### config.mk
export PLATFORM = sky130hd
export DESIGN_NAME = vp8_boolean_decoder
export DESIGN_NICKNAME = d
export VERILOG_FILES = /design/src/hdl/vp8bd_pkg.sv /design/src/hdl/vp8bd_ram.sv /design/src/hdl/vp8bd_front.sv /design/src/hdl/vp8bd_cmdq.sv /design/src/hdl/vp8bd_engine.sv /design/src/hdl/vp8_boolean_decoder.sv
export SDC_FILE = /design/constraint.sdc
export NUM_CORES = 1
export LEC_CHECK = 0
export ABC_AREA = 1
export BUFFER_PORTS_ARGS = -buffer_cell sky130_fd_sc_hd__buf_4
export CAP_MARGIN = 20
export CORE_AREA = 2 2 185 187
export CTS_CLUSTER_SIZE = 40
export DETAILED_ROUTE_END_ITERATION = 8
export DIE_AREA = 0 0 187 189
export PLACE_DENSITY = 0.83
export SYNTH_ARGS = -nofsm -noshare
export SYNTH_HDL_FRONTEND = slang
export SYNTH_HIERARCHICAL = 1
export SYNTH_SLANG_ARGS = --single-unit
### constraint.sdc
create_clock -name clk -period 6.64 [get_ports clk]
set_input_delay 0.332 -clock clk [delete_from_list [all_inputs] [get_ports clk]]
set_output_delay 0.332 -clock clk [all_outputs]
set_load 0.05 [all_outputs]
### src/hdl/vp8bd_pkg.sv
// Shared types, constants and a helper function for the boolean decoder.
// No dependencies; imported by every other module of the block but the RAM.
package vp8bd_pkg;

  localparam int BYTE_STORE_DEPTH = 16;
  localparam int BS_AW = $clog2(BYTE_STORE_DEPTH);
  localparam int BS_FW = $clog2(BYTE_STORE_DEPTH + 1);

  localparam int CMDQ_DEPTH = 2;
  localparam int CQ_AW = $clog2(CMDQ_DEPTH);
  localparam int CQ_CW = $clog2(CMDQ_DEPTH + 1);

  localparam logic [7:0] RANGE_INIT = 8'd255;
  localparam logic [7:0] PROB_HALF = 8'd128;
  localparam logic [3:0] LIT_MAX_BITS = 4'd8;

  typedef enum logic [1:0] {
    KIND_START = 2'd0,
    KIND_PUSH  = 2'd1,
    KIND_BIT   = 2'd2,
    KIND_LIT   = 2'd3
  } kind_t;

  typedef enum logic [1:0] {
    LF_PLAIN  = 2'd0,
    LF_SIGNED = 2'd1,
    LF_FLAG   = 2'd2
  } lit_form_t;

  typedef struct packed {
    kind_t      kind;
    logic [7:0] byte0;
    logic [7:0] byte1;
    logic [7:0] prob;
    logic [3:0] bits;
    lit_form_t  form;
  } cmd_t;

  function automatic logic [2:0] lzc8(input logic [7:0] v);
    logic [2:0] lz;
    logic       found;
    lz = 3'd0;
    found = 1'b0;
    for (int i = 7; i >= 0; i--) begin
      if (!found) begin
        if (v[i]) begin
          found = 1'b1;
        end else begin
          lz = lz + 3'd1;
        end
      end
    end
    return lz;
  endfunction

endpackage

### src/hdl/vp8bd_ram.sv
// Generic single-write, single-read RAM with registered read-first output.
// No dependencies.
module vp8bd_ram #(
  parameter int WIDTH = 8,
  parameter int DEPTH = 16
) (
  input  logic                     clk,
  input  logic                     wr_en,
  input  logic [$clog2(DEPTH)-1:0] wr_addr,
  input  logic [WIDTH-1:0]         wr_data,
  input  logic [$clog2(DEPTH)-1:0] rd_addr,
  output logic [WIDTH-1:0]         rd_data
);

  logic [WIDTH-1:0] mem_r [DEPTH];
  logic [WIDTH-1:0] rd_data_r;

  always_ff @(posedge clk) begin
    if (wr_en) begin
      mem_r[wr_addr] <= wr_data;
    end
    rd_data_r <= mem_r[rd_addr];
  end

  assign rd_data = rd_data_r;

endmodule

### src/hdl/vp8bd_front.sv
// Input stage: accepts words, classifies them and registers a command.
// Depends on vp8bd_pkg.
module vp8bd_front
  import vp8bd_pkg::*;
(
  input  logic       clk,
  input  logic       rst_n,
  input  logic       push,
  output logic       full,
  input  logic [1:0] in_kind,
  input  logic [7:0] in_first_byte,
  input  logic [7:0] in_second_byte,
  input  logic       in_partition_short,
  input  logic [7:0] in_probability,
  input  logic [3:0] in_literal_bits,
  input  logic [1:0] in_literal_form,
  output logic       q_push,
  output cmd_t       q_cmd,
  input  logic       q_full
);

  logic fr_valid_r, fr_valid_nxt;
  cmd_t fr_cmd_r, fr_cmd_nxt;
  logic accept;

  assign full   = fr_valid_r && q_full;
  assign accept = push && !full;

  always_comb begin
    fr_cmd_nxt = fr_cmd_r;
    if (accept) begin
      fr_cmd_nxt.kind  = kind_t'(in_kind);
      fr_cmd_nxt.byte0 = in_first_byte;
      fr_cmd_nxt.byte1 = in_second_byte;
      fr_cmd_nxt.prob  = in_probability;
      fr_cmd_nxt.bits  = (in_literal_bits > LIT_MAX_BITS) ? LIT_MAX_BITS : in_literal_bits;
      case (lit_form_t'(in_literal_form))
        LF_SIGNED: fr_cmd_nxt.form = LF_SIGNED;
        LF_FLAG:   fr_cmd_nxt.form = LF_FLAG;
        default:   fr_cmd_nxt.form = LF_PLAIN;
      endcase
      if (kind_t'(in_kind) == KIND_START && in_partition_short) begin
        fr_cmd_nxt.byte0 = 8'd0;
        fr_cmd_nxt.byte1 = 8'd0;
      end
      if (kind_t'(in_kind) == KIND_LIT) begin
        fr_cmd_nxt.prob = PROB_HALF;
      end
    end
  end

  assign fr_valid_nxt = accept || (fr_valid_r && q_full);

  always_ff @(posedge clk) begin
    if (!rst_n) begin
      fr_valid_r <= 1'b0;
    end else begin
      fr_valid_r <= fr_valid_nxt;
    end
    fr_cmd_r <= fr_cmd_nxt;
  end

  assign q_push = fr_valid_r && !q_full;
  assign q_cmd  = fr_cmd_r;

endmodule

### src/hdl/vp8bd_cmdq.sv
// Short command queue between the input stage and the decode engine.
// Depends on vp8bd_pkg.
module vp8bd_cmdq
  import vp8bd_pkg::*;
(
  input  logic clk,
  input  logic rst_n,
  input  logic q_push,
  input  cmd_t q_in,
  output logic q_full,
  input  logic q_pop,
  output logic q_valid,
  output cmd_t q_head
);

  cmd_t             ent_r [CMDQ_DEPTH];
  logic [CQ_AW-1:0] wr_ptr_r, rd_ptr_r;
  logic [CQ_CW-1:0] cnt_r;
  logic             do_push, do_pop;

  assign q_full  = (cnt_r == CQ_CW'(CMDQ_DEPTH));
  assign q_valid = (cnt_r != '0);
  assign do_push = q_push && !q_full;
  assign do_pop  = q_pop && q_valid;
  assign q_head  = ent_r[rd_ptr_r];

  function automatic logic [CQ_AW-1:0] inc_ptr(input logic [CQ_AW-1:0] p);
    return (p == CQ_AW'(CMDQ_DEPTH - 1)) ? '0 : p + CQ_AW'(1);
  endfunction

  always_ff @(posedge clk) begin
    if (!rst_n) begin
      wr_ptr_r <= '0;
      rd_ptr_r <= '0;
      cnt_r    <= '0;
    end else begin
      if (do_push) begin
        wr_ptr_r <= inc_ptr(wr_ptr_r);
      end
      if (do_pop) begin
        rd_ptr_r <= inc_ptr(rd_ptr_r);
      end
      if (do_push && !do_pop) begin
        cnt_r <= cnt_r + CQ_CW'(1);
      end else if (do_pop && !do_push) begin
        cnt_r <= cnt_r - CQ_CW'(1);
      end
    end
    if (do_push) begin
      ent_r[wr_ptr_r] <= q_in;
    end
  end

endmodule

### src/hdl/vp8bd_engine.sv
// Decode engine: coder state, byte store control, bit decode and literal sequencing.
// Depends on vp8bd_pkg; drives the byte store RAM and the result register.
module vp8bd_engine
  import vp8bd_pkg::*;
(
  input  logic             clk,
  input  logic             rst_n,
  input  logic             q_valid,
  input  cmd_t             q_head,
  output logic             q_pop,
  output logic             ram_wr_en,
  output logic [BS_AW-1:0] ram_wr_addr,
  output logic [7:0]       ram_wr_data,
  output logic [BS_AW-1:0] ram_rd_addr,
  input  logic [7:0]       ram_rd_data,
  input  logic             pop,
  output logic             empty,
  output logic signed [8:0] out_symbol_value
);

  typedef enum logic [3:0] {
    ST_FETCH = 4'b0001,
    ST_MUL   = 4'b0010,
    ST_NORM  = 4'b0100,
    ST_DONE  = 4'b1000
  } state_t;

  typedef enum logic [3:0] {
    PH_SINGLE = 4'b0001,
    PH_FLAG   = 4'b0010,
    PH_MAG    = 4'b0100,
    PH_SIGN   = 4'b1000
  } phase_t;

  state_t           state_r, state_nxt;
  phase_t           phase_r, phase_nxt;
  logic [7:0]       range_r, range_nxt;
  logic [15:0]      value_r, value_nxt;
  logic [2:0]       sc_r, sc_nxt;
  logic [BS_AW-1:0] rd_ptr_r, rd_ptr_nxt;
  logic [BS_AW-1:0] wr_ptr_r, wr_ptr_nxt;
  logic [BS_FW-1:0] fill_r, fill_nxt;
  logic [7:0]       prob_r, prob_nxt;
  logic [7:0]       split_r, split_nxt;
  logic [3:0]       cnt_r, cnt_nxt;
  logic [7:0]       acc_r, acc_nxt;
  logic             sgn_r, sgn_nxt;
  logic [8:0]       res_r, res_nxt;
  logic             out_valid_r, out_valid_nxt;
  logic [8:0]       out_value_r, out_value_nxt;

  logic [15:0] prod;
  logic [15:0] point;
  logic        dbit;
  logic [7:0]  range_t;
  logic [15:0] value_t;
  logic [2:0]  lz;
  logic [3:0]  sum;
  logic        take;
  logic [7:0]  byte_in;
  logic [7:0]  acc_sh;
  logic        load_out;

  function automatic logic [BS_AW-1:0] inc_ptr(input logic [BS_AW-1:0] p);
    return (p == BS_AW'(BYTE_STORE_DEPTH - 1)) ? '0 : p + BS_AW'(1);
  endfunction

  assign prod    = {8'd0, range_r - 8'd1} * {8'd0, prob_r};
  assign point   = {split_r, 8'd0};
  assign dbit    = (value_r >= point);
  assign range_t = dbit ? (range_r - split_r) : split_r;
  assign value_t = dbit ? (value_r - point) : value_r;
  assign lz      = lzc8(range_t);
  assign sum     = {1'b0, sc_r} + {1'b0, lz};
  assign take    = sum[3] && (fill_r != '0);
  assign byte_in = take ? ram_rd_data : 8'd0;
  assign acc_sh  = {acc_r[6:0], dbit};

  assign ram_rd_addr = rd_ptr_r;
  assign ram_wr_addr = wr_ptr_r;
  assign ram_wr_data = q_head.byte0;

  assign load_out = (state_r == ST_DONE) && (!out_valid_r || pop);

  always_comb begin
    state_nxt  = state_r;
    phase_nxt  = phase_r;
    range_nxt  = range_r;
    value_nxt  = value_r;
    sc_nxt     = sc_r;
    rd_ptr_nxt = rd_ptr_r;
    wr_ptr_nxt = wr_ptr_r;
    fill_nxt   = fill_r;
    prob_nxt   = prob_r;
    split_nxt  = split_r;
    cnt_nxt    = cnt_r;
    acc_nxt    = acc_r;
    sgn_nxt    = sgn_r;
    res_nxt    = res_r;
    q_pop      = 1'b0;
    ram_wr_en  = 1'b0;
    case (state_r)
      ST_FETCH: begin
        if (q_valid) begin
          q_pop    = 1'b1;
          prob_nxt = q_head.prob;
          cnt_nxt  = q_head.bits;
          acc_nxt  = 8'd0;
          sgn_nxt  = (q_head.form != LF_PLAIN);
          case (q_head.kind)
            KIND_START: begin
              value_nxt  = {q_head.byte0, q_head.byte1};
              range_nxt  = RANGE_INIT;
              sc_nxt     = 3'd0;
              rd_ptr_nxt = '0;
              wr_ptr_nxt = '0;
              fill_nxt   = '0;
            end
            KIND_PUSH: begin
              if (fill_r < BS_FW'(BYTE_STORE_DEPTH)) begin
                ram_wr_en  = 1'b1;
                wr_ptr_nxt = inc_ptr(wr_ptr_r);
                fill_nxt   = fill_r + BS_FW'(1);
              end
            end
            KIND_BIT: begin
              phase_nxt = PH_SINGLE;
              state_nxt = ST_MUL;
            end
            default: begin
              case (q_head.form)
                LF_FLAG: begin
                  phase_nxt = PH_FLAG;
                  state_nxt = ST_MUL;
                end
                LF_SIGNED: begin
                  phase_nxt = (q_head.bits == 4'd0) ? PH_SIGN : PH_MAG;
                  state_nxt = ST_MUL;
                end
                default: begin
                  if (q_head.bits == 4'd0) begin
                    res_nxt   = 9'd0;
                    state_nxt = ST_DONE;
                  end else begin
                    phase_nxt = PH_MAG;
                    state_nxt = ST_MUL;
                  end
                end
              endcase
            end
          endcase
        end
      end
      ST_MUL: begin
        split_nxt = prod[15:8] + 8'd1;
        state_nxt = ST_NORM;
      end
      ST_NORM: begin
        range_nxt = range_t << lz;
        value_nxt = (value_t << lz) | ({8'd0, byte_in} << sum[2:0]);
        sc_nxt    = sum[2:0];
        if (take) begin
          rd_ptr_nxt = inc_ptr(rd_ptr_r);
          fill_nxt   = fill_r - BS_FW'(1);
        end
        state_nxt = ST_MUL;
        case (phase_r)
          PH_SINGLE: begin
            res_nxt   = {8'd0, dbit};
            state_nxt = ST_DONE;
          end
          PH_FLAG: begin
            if (!dbit) begin
              res_nxt   = 9'd0;
              state_nxt = ST_DONE;
            end else begin
              phase_nxt = (cnt_r == 4'd0) ? PH_SIGN : PH_MAG;
            end
          end
          PH_MAG: begin
            acc_nxt = acc_sh;
            cnt_nxt = cnt_r - 4'd1;
            if (cnt_r == 4'd1) begin
              if (sgn_r) begin
                phase_nxt = PH_SIGN;
              end else begin
                res_nxt   = {1'b0, acc_sh};
                state_nxt = ST_DONE;
              end
            end
          end
          default: begin
            res_nxt   = dbit ? (9'd0 - {1'b0, acc_r}) : {1'b0, acc_r};
            state_nxt = ST_DONE;
          end
        endcase
      end
      ST_DONE: begin
        if (load_out) begin
          state_nxt = ST_FETCH;
        end
      end
      default: begin
        state_nxt = ST_FETCH;
      end
    endcase
  end

  always_comb begin
    out_valid_nxt = out_valid_r;
    out_value_nxt = out_value_r;
    if (pop && out_valid_r) begin
      out_valid_nxt = 1'b0;
    end
    if (load_out) begin
      out_valid_nxt = 1'b1;
      out_value_nxt = res_r;
    end
  end

  always_ff @(posedge clk) begin
    if (!rst_n) begin
      state_r     <= ST_FETCH;
      phase_r     <= PH_SINGLE;
      range_r     <= RANGE_INIT;
      value_r     <= 16'd0;
      sc_r        <= 3'd0;
      rd_ptr_r    <= '0;
      wr_ptr_r    <= '0;
      fill_r      <= '0;
      out_valid_r <= 1'b0;
    end else begin
      state_r     <= state_nxt;
      phase_r     <= phase_nxt;
      range_r     <= range_nxt;
      value_r     <= value_nxt;
      sc_r        <= sc_nxt;
      rd_ptr_r    <= rd_ptr_nxt;
      wr_ptr_r    <= wr_ptr_nxt;
      fill_r      <= fill_nxt;
      out_valid_r <= out_valid_nxt;
    end
    prob_r      <= prob_nxt;
    split_r     <= split_nxt;
    cnt_r       <= cnt_nxt;
    acc_r       <= acc_nxt;
    sgn_r       <= sgn_nxt;
    res_r       <= res_nxt;
    out_value_r <= out_value_nxt;
  end

  assign empty            = !out_valid_r;
  assign out_symbol_value = $signed(out_value_r);

`ifndef ASSERT_OFF
  a_range_norm: assert property (@(posedge clk) disable iff (!rst_n) range_r[7])
    else $error("coder range left normalized interval");
  a_fill_bound: assert property (@(posedge clk) disable iff (!rst_n)
    fill_r <= BS_FW'(BYTE_STORE_DEPTH))
    else $error("byte store fill above depth");
  a_empty_ptrs: assert property (@(posedge clk) disable iff (!rst_n)
    (fill_r == '0) |-> (wr_ptr_r == rd_ptr_r))
    else $error("empty byte store with unequal pointers");
  a_result_load: assert property (@(posedge clk) disable iff (!rst_n)
    load_out |=> (out_valid_r && state_r == ST_FETCH))
    else $error("result word not held after load");
`endif

endmodule

### src/hdl/vp8_boolean_decoder.sv
// Channel  | Ports                                 | Word accepted when
// ---------+---------------------------------------+--------------------
// input    | push, full, in_*                      | push && !full
// result   | pop, empty, out_symbol_value          | pop && !empty
//
// Start and push words are handled in the fetch state alone; a symbol decode
// passes through fetch, split multiply, normalize with byte refill and
// deliver; a literal repeats split multiply and normalize for each decoded
// bit, one bit per iteration, and the split multiply result is registered.
// Reset is synchronous; the byte store RAM is not cleared and needs no pass.
// full rises when the input register and the two-entry command queue are
// both occupied; the engine holds in deliver while a result waits.
// Depends on vp8bd_pkg, vp8bd_front, vp8bd_cmdq, vp8bd_engine, vp8bd_ram.
module vp8_boolean_decoder
  import vp8bd_pkg::*;
(
  input  logic              clk,
  input  logic              rst_n,
  input  logic              push,
  output logic              full,
  input  logic [1:0]        in_kind,
  input  logic [7:0]        in_first_byte,
  input  logic [7:0]        in_second_byte,
  input  logic              in_partition_short,
  input  logic [7:0]        in_probability,
  input  logic [3:0]        in_literal_bits,
  input  logic [1:0]        in_literal_form,
  input  logic              pop,
  output logic              empty,
  output logic signed [8:0] out_symbol_value
);

  cmd_t             fr_cmd;
  cmd_t             q_head;
  logic             q_push, q_full, q_valid, q_pop;
  logic             ram_wr_en;
  logic [BS_AW-1:0] ram_wr_addr, ram_rd_addr;
  logic [7:0]       ram_wr_data, ram_rd_data;

  vp8bd_front u_front (
    .clk                (clk),
    .rst_n              (rst_n),
    .push               (push),
    .full               (full),
    .in_kind            (in_kind),
    .in_first_byte      (in_first_byte),
    .in_second_byte     (in_second_byte),
    .in_partition_short (in_partition_short),
    .in_probability     (in_probability),
    .in_literal_bits    (in_literal_bits),
    .in_literal_form    (in_literal_form),
    .q_push             (q_push),
    .q_cmd              (fr_cmd),
    .q_full             (q_full)
  );

  vp8bd_cmdq u_cmdq (
    .clk     (clk),
    .rst_n   (rst_n),
    .q_push  (q_push),
    .q_in    (fr_cmd),
    .q_full  (q_full),
    .q_pop   (q_pop),
    .q_valid (q_valid),
    .q_head  (q_head)
  );

  vp8bd_ram #(
    .WIDTH (8),
    .DEPTH (BYTE_STORE_DEPTH)
  ) u_store (
    .clk     (clk),
    .wr_en   (ram_wr_en),
    .wr_addr (ram_wr_addr),
    .wr_data (ram_wr_data),
    .rd_addr (ram_rd_addr),
    .rd_data (ram_rd_data)
  );

  vp8bd_engine u_engine (
    .clk              (clk),
    .rst_n            (rst_n),
    .q_valid          (q_valid),
    .q_head           (q_head),
    .q_pop            (q_pop),
    .ram_wr_en        (ram_wr_en),
    .ram_wr_addr      (ram_wr_addr),
    .ram_wr_data      (ram_wr_data),
    .ram_rd_addr      (ram_rd_addr),
    .ram_rd_data      (ram_rd_data),
    .pop              (pop),
    .empty            (empty),
    .out_symbol_value (out_symbol_value)
  );

endmodule
==> out/summary.md, run 1 <==
The flow ran to the end, and the final reports show no timing, DRC or antenna violations. The maximum single-stage delay on the critical path was 0.55 ns; the global-route congestion overflow total was 0. Walking the worst path, the cells encountered are inv_1, buf_4, ha_1, or2_2, nand2_1, inv_1, nand2_1, fa_1, fa_1, inv_1, fa_1, fa_1, ha_1, nand4_1, o31ai_1, a21o_1, a21oi_1, o21ai_0, nand2_1, nand2_1, xor2_1, inv_1, nor3_1, xnor2_1.

Counting flops and latches in the post-synthesis netlist gives 334. The global-route usage over all layers came out at 22.6%. For the number of DRC markers in iteration 0, the log shows 1516. Post-detailed-route wirelength per cell: 15.7 um. The required time reported for the critical path endpoint came out at 6.89 ns. Yosys printed 6 warnings.

The cell count after synthesis came out at 2065. Weighted congestion at the end of routability-driven global placement: 0.919. Initial antenna violation count: 0. The post-place setup slack is 0.113 ns, and the count of endpoints failing setup in the final report is 0. At the end of the flow the core is filled with cells to 61.9%.

The number of pins with negative max-slew slack in the final report is 0, and the number of nets in the layout is 2253. The tools report the depth of the CTS H-tree as 2. Aggregate routed wire length: 40.5 mm. For this configuration, the core starts out at a cell density of 56.4%. The max-capacitance violation count is 0. The count of buffers inserted at the top-level ports is 47, and the post-route worst setup slack is 0.243 ns. The data arrival time of the critical path is 6.64 ns. The most common flop cell mapped by yosys was sky130_fd_sc_hd__edfxtp_1.

The boundary pin count came out at 48. The ratio of routed vias to standard cells was 5.43; the minimum hold slack was 0.0232 ns. No sink is reached through more buffers than the 3 on the longest clock path. Yosys mapped a number of flops with a built-in enable equal to 271. The launching element type of the critical path was a register.

The synthesized netlist occupies a cell area of 0.0188 sq mm. The clock sink count was 334; the number of detailed-route iterations in the first pass was 6. Entering global routing, the biggest net connects 69 pins.

The horizontal extent of the die was 187 um. The tools report the critical path launch point as u_engine/range_r[0]$_SDFFE_PN1P_. The share of the clock period used by the worst path was 96.3%.

Between clock sinks in the finished design, the worst skew comes to 0.0234 ns. The beginning of the worst register-to-register path was u_engine/range_r[0]$_SDFFE_PN1P_. The HPWL after detailed placement was 27.8 mm.

The worst pin sits at a relative slew slack of 27.3%. The class of the most critical hold timing path was in -> reg. For the clock insertion delay at the later pin of the skew report, the log shows 0.52 ns. Buffers inserted during clock tree synthesis total 34.

The worst path in the final design needs a cycle of 6.40 ns, including I/O delays and setup. After clock tree synthesis, the clock-pin slew on the worst setup and hold paths is 0.06 ns. The critical path is of the reg -> reg type.

Summing the sequential cell areas from Yosys gives 50.1% of the chip area. The count of cell types in the netlist came out at 57. For this block, the via count after detailed routing is 14004. The most common library cell in the layout ignoring fill and taps is sky130_fd_sc_hd__nand2_1. The logs give 64.9 mm for the first-pass GRT wire length and 0.0353 sq mm for the die area. The cell sitting at the root of the clock tree is a sky130_fd_sc_hd__clkbuf_16. The slew at the pin closest to its max-slew limit was 1.09 ns. STA classifies the critical path endpoint as a register. The top cell types in the final layout, fill and taps aside, are sky130_fd_sc_hd__nand2_1, sky130_fd_sc_hd__inv_1, sky130_fd_sc_hd__edfxtp_1. The worst hold path begins at in_literal_bits[3].

The floorplan die height is 189 um. Relative to the synthesized area, the layout overhead comes to 9.78%. Once detail routing completed, the nets flagged for antenna violations numbered 0. For the number of global-route vias before repair, the log shows 13482.

The worst-path maximum fanout was 7; the cell row count was 67. Number of failing hold endpoints at the final stage: 0. The number of antenna repair diodes is 0. The run gives 0.0333 sq mm as the area of the core region. The average instance area after synthesis works out to 9.09 sq um. Counting every net in the synthesized netlist gives 2213.

The post-route netlist has 10.9% of its cells at a drive strength greater than 1. TritonCTS built the clock tree. Hold buffer count at CTS: 0. The slowest stage of the critical path is the sky130_fd_sc_hd__fa_1 cell. The DRC violations left was 0. Counting flops with an async set or reset pin after synthesis yields a share of 0%. For the maximum frequency from static timing analysis, the log shows 156 MHz.
==> state kept, by name, indices dropped and copies added, names as in the netlist, 5 cells and up, named ones only <==
name and cells:
u_engine/prob_r 8, u_engine/fill_r 5, u_store/mem_r 128, u_engine/range_r 8, u_engine/out_symbol_value 9, u_front/q_cmd 32, u_engine/value_r 16, u_cmdq/ent_r 64
u_engine/split_r 8, u_store/rd_data 8, u_engine/acc_r 8, u_engine/res_r 9
==> through the flow <==
step / std cells / TNS, ns / cell area, sq um
2_1_floorplan: 2065 / 0 / 18800
3_3_place_gp: 2509 / 0 / 19400
3_5_place_dp: 2509 / 0 / 19400
4_1_cts: 2569 / 0 / 20500
5_1_grt: 2577 / -0.793 / 20600
6_report: 2577 / 0 / 20600
==> final cells by class <==
cell class / count / area (sq um)
clock buffers: 51 / 1010
flip-flops and latches: 334 / 9410
fillers: 2529 / 12700
clock inverters: 9 / 78.8
multi-input cells: 1302 / 7630
inverters: 357 / 1350
repair buffers: 76 / 587
well taps: 448 / 561
==> worst max-delay path: cells and delay by family, from the launching register on <==
family / cells / cell delay, ns
and+or+nand+nor: 7 / 1.09
xor gates and xnor gates: 2 / 0.38
adders and majority gates: 6 / 2.57
buffers and inverters: 5 / 0.51
AOI/OAI and AO/OA: 4 / 1.20
DFF: 1 / 0.37
==> synth_stat cells (8+ instances only) <==
| cell | instances | share of area (%) |
|---|---|---|
| sky130_fd_sc_hd__a211oi_1 | 9 | 0.36 |
| sky130_fd_sc_hd__buf_2 | 17 | 0.45 |
| sky130_fd_sc_hd__edfxtp_1 | 271 | 43 |
| sky130_fd_sc_hd__mux2_4 | 30 | 2.4 |
| sky130_fd_sc_hd__a21oi_1 | 56 | 1.5 |
| sky130_fd_sc_hd__buf_6 | 11 | 0.66 |
| sky130_fd_sc_hd__nor2_1 | 191 | 3.8 |
| sky130_fd_sc_hd__nand2_2 | 12 | 0.40 |
| sky130_fd_sc_hd__o21ai_1 | 10 | 0.27 |
| sky130_fd_sc_hd__ha_1 | 73 | 4.9 |
| sky130_fd_sc_hd__fa_1 | 38 | 4.1 |
| sky130_fd_sc_hd__inv_1 | 347 | 6.9 |
| sky130_fd_sc_hd__xnor2_1 | 11 | 0.51 |
| sky130_fd_sc_hd__nand3_1 | 201 | 5.4 |
| sky130_fd_sc_hd__o21ai_0 | 63 | 1.7 |
| sky130_fd_sc_hd__nor3_1 | 17 | 0.45 |
| sky130_fd_sc_hd__dfxtp_1 | 63 | 6.7 |
| sky130_fd_sc_hd__buf_4 | 16 | 0.64 |
| sky130_fd_sc_hd__a21oi_2 | 10 | 0.47 |
| sky130_fd_sc_hd__xor2_1 | 16 | 0.75 |
| sky130_fd_sc_hd__clkbuf_1 | 22 | 0.44 |
| sky130_fd_sc_hd__nand4_1 | 8 | 0.27 |
| sky130_fd_sc_hd__nand2_1 | 478 | 9.6 |
==> path summary, 6_finish.rpt <==
path	end	slack, ns	cells after the start
worst max-delay path	u_engine/split_r[6]$_DFFE_PP_	0.24	24
worst min-delay path	u_front/q_cmd[5]$_SDFFCE_PN1P_	0.02	1
worst min register to register	u_engine/out_symbol_value[4]$_DFFE_PP_	0.42	0
worst max register to register	u_engine/split_r[6]$_DFFE_PP_	0.24	24
==> layer usage <==
metal	part of all wire, %	track usage (%)	routed length (um)	vias to the layer above
met5	0	0	0	-
met4	2.7	8.00	1100	0
met3	6.5	3.00	2610	83
met2	49	39.2	20000	573
met1	41	29.2	16800	6579
li1	-	-	-	6769
==> logic make-up after synthesis <==
kind of cell / after synthesis / synth area share (%)
AO/OA/AOI/OAI: 188 / 5.86
adder cells (fa/ha/maj): 111 / 8.92
flip-flops: 334 / 50.1
buffers and inverters: 429 / 9.72
multiplexers: 32 / 2.52
XOR/XNOR: 27 / 1.26
AND/OR/NAND/NOR: 944 / 21.7
==> what timing repair did <==
| action | in CTS | in global routing |
|---|---|---|
| resized for setup | 0 | 29 |
| setup endpoints to repair | 0 | 26 |
| setup buffers | 0 | 7 |
| hold endpoints to repair | 0 | 0 |
Power of run 1 is not shown: default switching activity piles up to over one toggle a cycle in this logic, so the estimate is an artifact.
==> inputs of run 2 (changes only) <==
--- a/config.mk
+++ b/config.mk
@@ -6,13 +6,14 @@
 export NUM_CORES = 1
 export LEC_CHECK = 0
 export ABC_AREA = 1
+export ABC_CLOCK_PERIOD_IN_PS = 6640
 export BUFFER_PORTS_ARGS = -buffer_cell sky130_fd_sc_hd__buf_4
 export CAP_MARGIN = 20
 export CORE_AREA = 2 2 185 187
 export CTS_CLUSTER_SIZE = 40
 export DETAILED_ROUTE_END_ITERATION = 8
 export DIE_AREA = 0 0 187 189
-export PLACE_DENSITY = 0.83
+export PLACE_DENSITY = 0.81
 export SYNTH_ARGS = -nofsm -noshare
 export SYNTH_HDL_FRONTEND = slang
 export SYNTH_HIERARCHICAL = 1
==> run 2 against run 1 <==
Effect of this change:
- first-iteration DRC count is 18% lower
- cell area is 0.12% higher
- cell count is 0.27% higher
- worst hold slack worse by 0.0058 ns
- sequential cell count stayed put
- core utilization is 0.071 points higher
- routed wire length is 1.9% higher
- register-to-register slack better by 0.08 ns
- sequential share of layout area is 0.065 points lower
- critical endpoint is now u_engine/split_r[7]$_DFFE_PP_
- die area stayed put
==> out/summary.md, run 2 (synthesis gave the netlist of run 1 again) <==
The area growth from synthesis to final layout was 9.91% (was 9.78%); the maximum number of buffers from clock root to sink was 3 (unchanged). The uppermost signal routing layer after detailed routing was met4 (unchanged). The minimum hold slack was 0.0173 ns (was 0.0232 ns); the clock insertion delay at the later pin of the skew report was 0.53 ns (was 0.52 ns).

Amount of wire on met2 after detailed routing: 20.2 mm (was 20.0 mm). The beginning of the worst register-to-register path is u_engine/range_r[0]$_SDFFE_PN1P_ (unchanged). Boundary pin count: 48 (unchanged).

The met1 layer wirelength in the final routing came out at 16.9 mm (was 16.8 mm). The slew at the pin closest to its max-slew limit is 1.06 ns (was 1.09 ns), and the number of failing hold endpoints at the final stage is 0 (unchanged). The number of DRC markers in iteration 0 came out at 1243 (was 1516). The minimum period implied by the final worst setup slack is 6.32 ns (was 6.40 ns), and the horizontal extent of the die is 187 um (unchanged). Aggregate routed wire length: 41.2 mm (was 40.5 mm). Weighted congestion at the end of routability-driven global placement: 0.920 (was 0.919). The worst-path maximum fanout is 7 (unchanged), and the cell row count is 67 (unchanged). The required time reported for the critical path endpoint is 6.91 ns (was 6.89 ns). The largest register by flop count is u_store/mem_r (unchanged). The ratio of routed vias to standard cells came out at 5.47 (was 5.43). For the clock skew, the log shows 0.0216 ns (was 0.0234 ns). The ratio of cells with drive above 1 in the final layout came out at 11.1% (was 10.9%). The depth of the CTS H-tree came out at 2 (unchanged). Most common library cell in the layout ignoring fill and taps: sky130_fd_sc_hd__nand2_1 (unchanged). The HPWL after detailed placement came out at 27.6 mm (was 27.8 mm). The run gives 14139 (was 14004) as the total via count in the routed design. Setup repair after global routing could not meet its margin everywhere. The type of the setup path with the least slack was reg -> reg (unchanged).

The DRC violations left is 0 (unchanged). The run finished with clean final reports. The floorplan die height was 189 um (unchanged); the initial antenna violation count was 0 (unchanged). Number of nets in the layout: 2258 (was 2253). The global-route usage over all layers came out at 23.1% (was 22.6%).

For the worst-case headroom to the max-slew limit, the log shows 29.5% (was 27.3%). The flip-flop count of the largest register after layout is 128 (unchanged), and the total negative setup slack is 0 ns (unchanged). The total CTS buffers is 35 (was 34), and the count of fill cells added during filler insertion is 2541 (was 2529). The count of endpoints failing setup in the final report came out at 0 (unchanged).

TritonCTS built the clock tree. The run gives 69 (unchanged) as the maximum number of pins on one net before global-route repair. The run gives 334 (unchanged) as the clock sink count. Max-capacitance violation count: 0 (unchanged). The data arrival time of the critical path came out at 6.58 ns (was 6.64 ns). The number of detailed-route iterations in the first pass came out at 6 (unchanged). The die area is 0.0353 sq mm (unchanged).

The tools report the beginning of the worst hold path as in_kind[0] (was in_literal_bits[3]). The clock transition at the registers of the reported paths is 0.06 ns (about the same). Commonest non-fill, non-tap cells in the layout: sky130_fd_sc_hd__nand2_1, sky130_fd_sc_hd__inv_1, sky130_fd_sc_hd__edfxtp_1 (unchanged). First-pass GRT wire length: 66.2 mm (was 64.9 mm). The count of buffers inserted at the top-level ports came out at 47 (unchanged). The launching element type of the critical path is a register (unchanged). The class of the most critical hold timing path is in -> reg (unchanged).

Cell at the root of the clock tree: sky130_fd_sc_hd__clkbuf_16 (unchanged). The number of pins with negative max-slew slack in the final report is 0 (unchanged), and the area of the core region is 0.0333 sq mm (unchanged). The length of routed met3 wiring is 2.89 mm (was 2.61 mm), and the initial core utilization is 56.4% (unchanged). The share of the clock period used by the worst path came out at 95.1% (was 96.3%). The post-detailed-route wirelength per cell is 15.9 um (was 15.7 um), and the number of antenna repair diodes is 0 (unchanged). Global-route congestion overflow total: 0 (unchanged).

The number of global-route vias before repair is 13752 (was 13482). The antenna violation net count after detailed routing is 0 (unchanged), and the maximum frequency from static timing analysis is 158 MHz (was 156 MHz). The tools report the capturing element type of the critical path as a register (unchanged). The critical path launch point was u_engine/range_r[0]$_SDFFE_PN1P_ (unchanged).
-- run 2: per-stage QoR --
| stage | worst slack (ns) | area (sq um) | utilization (%) | std cells |
|---|---|---|---|---|
| after global routing | -0.123 | 20600 | 62.0 | 2584 |
| after detailed placement | 0.0663 | 19400 | 58.3 | 2511 |
| final | 0.324 | 20600 | 62.0 | 2584 |
| after global placement | 0.202 | 19400 | 58.2 | 2510 |
| after CTS | 0.0271 | 20500 | 61.6 | 2575 |
| after floorplan | 0.344 | 18800 | - | 2065 |
-- run 2: worst paths after layout --
check / to / slack [ns] / depth (start not counted)
max: u_engine/split_r[7]$_DFFE_PP_ / 0.32 / 24
max reg2reg: u_engine/split_r[7]$_DFFE_PP_ / 0.32 / 24
min: u_front/q_cmd[30]$_DFFE_PP_ / 0.02 / 1
min reg2reg: u_engine/out_symbol_value[4]$_DFFE_PP_ / 0.42 / 0
-- run 2: layer usage --
| metal | global-route usage, % | vias up |
|---|---|---|
| met2 | 40.0 | 561 |
| met1 | 29.4 | 6696 |
| li1 | - | 6785 |
| met5 | 0 | - |
| met4 | 8.70 | 0 |
| met3 | 3.47 | 97 |
-- run 2: worst max-delay path, cell delays in order, from the launching register on --
cell and delay (ns):
sky130_fd_sc_hd__dfxtp_2 0.39, sky130_fd_sc_hd__inv_2 0.06, sky130_fd_sc_hd__buf_4 0.16, sky130_fd_sc_hd__ha_1 0.23, sky130_fd_sc_hd__or2_2 0.28, sky130_fd_sc_hd__nand2_1 0.22, sky130_fd_sc_hd__inv_1 0.13, sky130_fd_sc_hd__nand2_1 0.10
sky130_fd_sc_hd__fa_1 0.44, sky130_fd_sc_hd__fa_1 0.54, sky130_fd_sc_hd__inv_1 0.05, sky130_fd_sc_hd__fa_1 0.52, sky130_fd_sc_hd__fa_1 0.54, sky130_fd_sc_hd__ha_1 0.34, sky130_fd_sc_hd__nand4_1 0.09, sky130_fd_sc_hd__o31ai_1 0.50
sky130_fd_sc_hd__a21o_1 0.23, sky130_fd_sc_hd__a21oi_1 0.12, sky130_fd_sc_hd__o21ai_0 0.28, sky130_fd_sc_hd__nand2_1 0.08, sky130_fd_sc_hd__nand2_1 0.10, sky130_fd_sc_hd__xor2_1 0.23, sky130_fd_sc_hd__inv_1 0.09, sky130_fd_sc_hd__nor3_1 0.22
sky130_fd_sc_hd__xnor2_1 0.12
-- run 2: final cells by class --
cell class                 count  area, sq um  area share, %
sequential                   334         9400           45.6
multi-input combinational   1302         7610           36.9
inverter                     357         1350           6.54
clock buffer                  56         1040           5.03
timing repair buffer          80          613           2.97
tap                          448          561           2.72
clock inverter                 7         63.8          0.309
-- run 2: timing repair --
action | 4_1_cts | 5_1_grt
setup buffers | 0 | 8
gates resized for setup | 0 | 24
hold buffers | 1 | 0
hold endpoints to repair | 1 | 0
setup endpoints to repair | 0 | 26
Power of run 2 is left out for the same reason.
==> inputs of run 3 (changes only) <==
--- a/config.mk
+++ b/config.mk
@@ -9,11 +9,11 @@
 export ABC_CLOCK_PERIOD_IN_PS = 6640
 export BUFFER_PORTS_ARGS = -buffer_cell sky130_fd_sc_hd__buf_4
 export CAP_MARGIN = 20
-export CORE_AREA = 2 2 185 187
+export CORE_AREA = 2 2 208 210
 export CTS_CLUSTER_SIZE = 40
 export DETAILED_ROUTE_END_ITERATION = 8
-export DIE_AREA = 0 0 187 189
-export PLACE_DENSITY = 0.81
+export DIE_AREA = 0 0 210 212
+export PLACE_DENSITY = 0.67
 export SYNTH_ARGS = -nofsm -noshare
 export SYNTH_HDL_FRONTEND = slang
 export SYNTH_HIERARCHICAL = 1
==> run 3 against run 2 <==
Effect of this change:
- sequential cell count is the same
- critical path type unchanged
- critical path depth grew 16
- largest cell class unchanged
- cell area up 1.2%
==> out/summary.md, run 3 (synthesis gave the netlist of run 1 again) <==
The tools report the clock sink count as 334 (unchanged). The horizontal extent of the die was 210 um (was 187 um); the number of global-route vias before repair was 13119 (was 13752). Commonest non-fill, non-tap cells in the layout: sky130_fd_sc_hd__nand2_1, sky130_fd_sc_hd__inv_1, sky130_fd_sc_hd__edfxtp_1 (unchanged). The minimum period implied by the final worst setup slack is 6.18 ns (was 6.32 ns). TritonCTS built the clock tree.

The number of pins with negative max-slew slack in the final report is 0 (unchanged). The launching element type of the critical path was a register (unchanged). The flip-flop count of the largest register after layout was 128 (unchanged); the cell row count was 76 (was 67). The run gives 0.46 ns (was 0.32 ns) as the internal reg-to-reg setup slack.

The required time reported for the critical path endpoint came out at 7.03 ns (was 6.91 ns). The antenna violation net count after detailed routing came out at 0 (unchanged). Share of the clock period used by the worst path: 93.1% (was 95.1%). Type of the setup path with the least slack: reg -> reg (unchanged). The maximum single-stage delay on the critical path is 0.55 ns (was 0.54 ns), and the depth of the most critical reg-to-reg path is 40 (was 24).

The weighted congestion at the end of routability-driven global placement is 0.881 (was 0.920), and the area growth from synthesis to final layout is 11.2% (was 9.91%). The largest register by flop count was u_store/mem_r (unchanged). The maximum number of buffers from clock root to sink is 3 (unchanged). The run gives 0 (unchanged) as the global-route congestion overflow total. The class of the most critical hold timing path is in -> reg (unchanged). For the number of detailed-route iterations in the first pass, the log shows 5 (was 6). Count of endpoints failing setup in the final report: 0 (unchanged).

The flow ran to the end, and the final reports show no timing, DRC or antenna violations. The clock transition at the registers of the reported paths was 0.06 ns (about the same). The count of fill cells added during filler insertion is 3818 (was 2541).

The cell at the root of the clock tree was sky130_fd_sc_hd__clkbuf_16 (unchanged). The first-pass GRT wire length came out at 64.8 mm (was 66.2 mm). The post-route worst setup slack was 0.460 ns (was 0.324 ns). The ratio of cells with drive above 1 in the final layout is 11.4% (was 11.1%), and the ratio of routed vias to standard cells is 5.13 (was 5.47). The depth of the CTS H-tree was 2 (unchanged); the number of DRC markers in iteration 0 was 1019 (was 1243). The maximum frequency from static timing analysis is 162 MHz (was 158 MHz), and the aggregate routed wire length is 40.5 mm (was 41.2 mm).

The tools report the initial antenna violation count as 0 (unchanged). The area of the core region is 0.0425 sq mm (was 0.0333 sq mm), and the boundary pin count is 48 (unchanged). Area of all placed cells without fillers: 0.0209 sq mm (was 0.0206 sq mm).

Worst-case headroom to the max-slew limit: 31.6% (was 29.5%). The run gives 28.1 mm (was 27.6 mm) as the HPWL after detailed placement. Data arrival time of the critical path: 6.57 ns (was 6.58 ns). The most common library cell in the layout ignoring fill and taps is sky130_fd_sc_hd__nand2_1 (unchanged). The capturing element type of the critical path is a register (unchanged). The post-detailed-route wirelength per cell came out at 15.1 um (was 15.9 um).

The slew at the pin closest to its max-slew limit was 1.02 ns (was 1.06 ns). The cell with the biggest individual delay on the critical path was sky130_fd_sc_hd__fa_2 (was sky130_fd_sc_hd__fa_1). The clock skew is 0.0213 ns (was 0.0216 ns), and the DRC violations left is 0 (unchanged). The number of cells on the worst hold path was 1 (unchanged); the total CTS buffers was 36 (was 35). The run gives 2254 (was 2258) as the number of nets in the layout.

The post-place setup slack came out at 0.106 ns (was 0.0663 ns). The total via count in the routed design was 13736 (was 14139); the floorplan die height was 212 um (was 189 um). The run gives 0.0195 sq mm (was 0.0194 sq mm) as the post-placement cell area.

The maximum number of pins on one net before global-route repair came out at 69 (unchanged). The global-route usage over all layers is 18.0% (was 23.1%), and the die area is 0.0445 sq mm (was 0.0353 sq mm). The tools report the initial core utilization as 44.2% (was 56.4%). The count of buffers inserted at the top-level ports was 47 (unchanged); the clock insertion delay at the later pin of the skew report was 0.53 ns (about the same). The worst-path maximum fanout works out to 12 (was 7). The max-capacitance violation count was 0 (unchanged). Number of failing hold endpoints at the final stage: 0 (unchanged).
run 3: cell types whose count changed in the layout (fill, tap and decap cells not counted), moves of 2 or more:
cell                        before  now
sky130_fd_sc_hd__clkinv_2        3    8
sky130_fd_sc_hd__nand2_4         2    5
sky130_fd_sc_hd__o21ai_0        58   55
sky130_fd_sc_hd__clkinv_1        3    6
sky130_fd_sc_hd__clkbuf_1       15    3
sky130_fd_sc_hd__o21ai_1        13   15
sky130_fd_sc_hd__buf_4          77   72
sky130_fd_sc_hd__nand2_2        16   13
sky130_fd_sc_hd__bufinv_16       1    3
run 3: critical path, delay by kind of cell, from the launching register on:
family / cells / cell delay [ns]
AND/OR/NAND/NOR: 22 / 2.28
AO/OA/AOI/OAI: 3 / 0.41
flip-flops: 1 / 0.38
buffers and inverters: 8 / 0.75
adder cells (fa/ha/maj): 7 / 2.25
run 3: through the flow:
step	setup TNS (ns)	util, %	hold WS, ns	cells
floorplan	0	-	0.400	2065
global placement	0	45.9	0.403	2609
detailed placement	0	45.9	0.405	2609
CTS	0	48.8	0.00133	2675
global route	-0.0936	49.1	0.00673	2679
finish	0	49.1	0.0225	2680
run 3: routing by layer:
metal,global-route usage (%),vias to the layer above,part of all wire [%]
li1,-,6782,-
met3,2.10,70,5.3
met2,30.3,393,47
met1,24.5,6491,45
met4,5.60,0,2.3
met5,0,-,0
run 3: path summary, 6_finish.rpt:
kind	start	to
setup / recovery	u_engine/split_r[6]$_DFFE_PP_	u_engine/value_r[8]$_SDFFE_PN0P_
hold / removal	in_kind[0]	u_front/q_cmd[30]$_DFFE_PP_
setup reg to reg	u_engine/split_r[6]$_DFFE_PP_	u_engine/value_r[8]$_SDFFE_PN0P_
hold reg to reg	u_engine/res_r[1]$_SDFFCE_PN0P_	u_engine/out_symbol_value[1]$_DFFE_PP_
run 3: repair_timing:
item,in CTS,in global routing
hold buffers,1,0
setup endpoints to repair,0,24
resized for setup,0,34
setup buffers,0,3
endpoints found under the hold margin,1,0
run 3: cell type report:
type | count | area [sq um] | share of cell area (%)
antenna | 1 | 2.50 | 0.0120
clock buffer | 44 | 1000 | 4.80
clock inverter | 21 | 200 | 0.958
inverter | 357 | 1350 | 6.44
multi-input combinational | 1302 | 7670 | 36.7
sequential | 334 | 9400 | 45.0
tap | 546 | 683 | 3.27
timing repair buffer | 75 | 582 | 2.79
Power of run 3 is left out for the same reason.
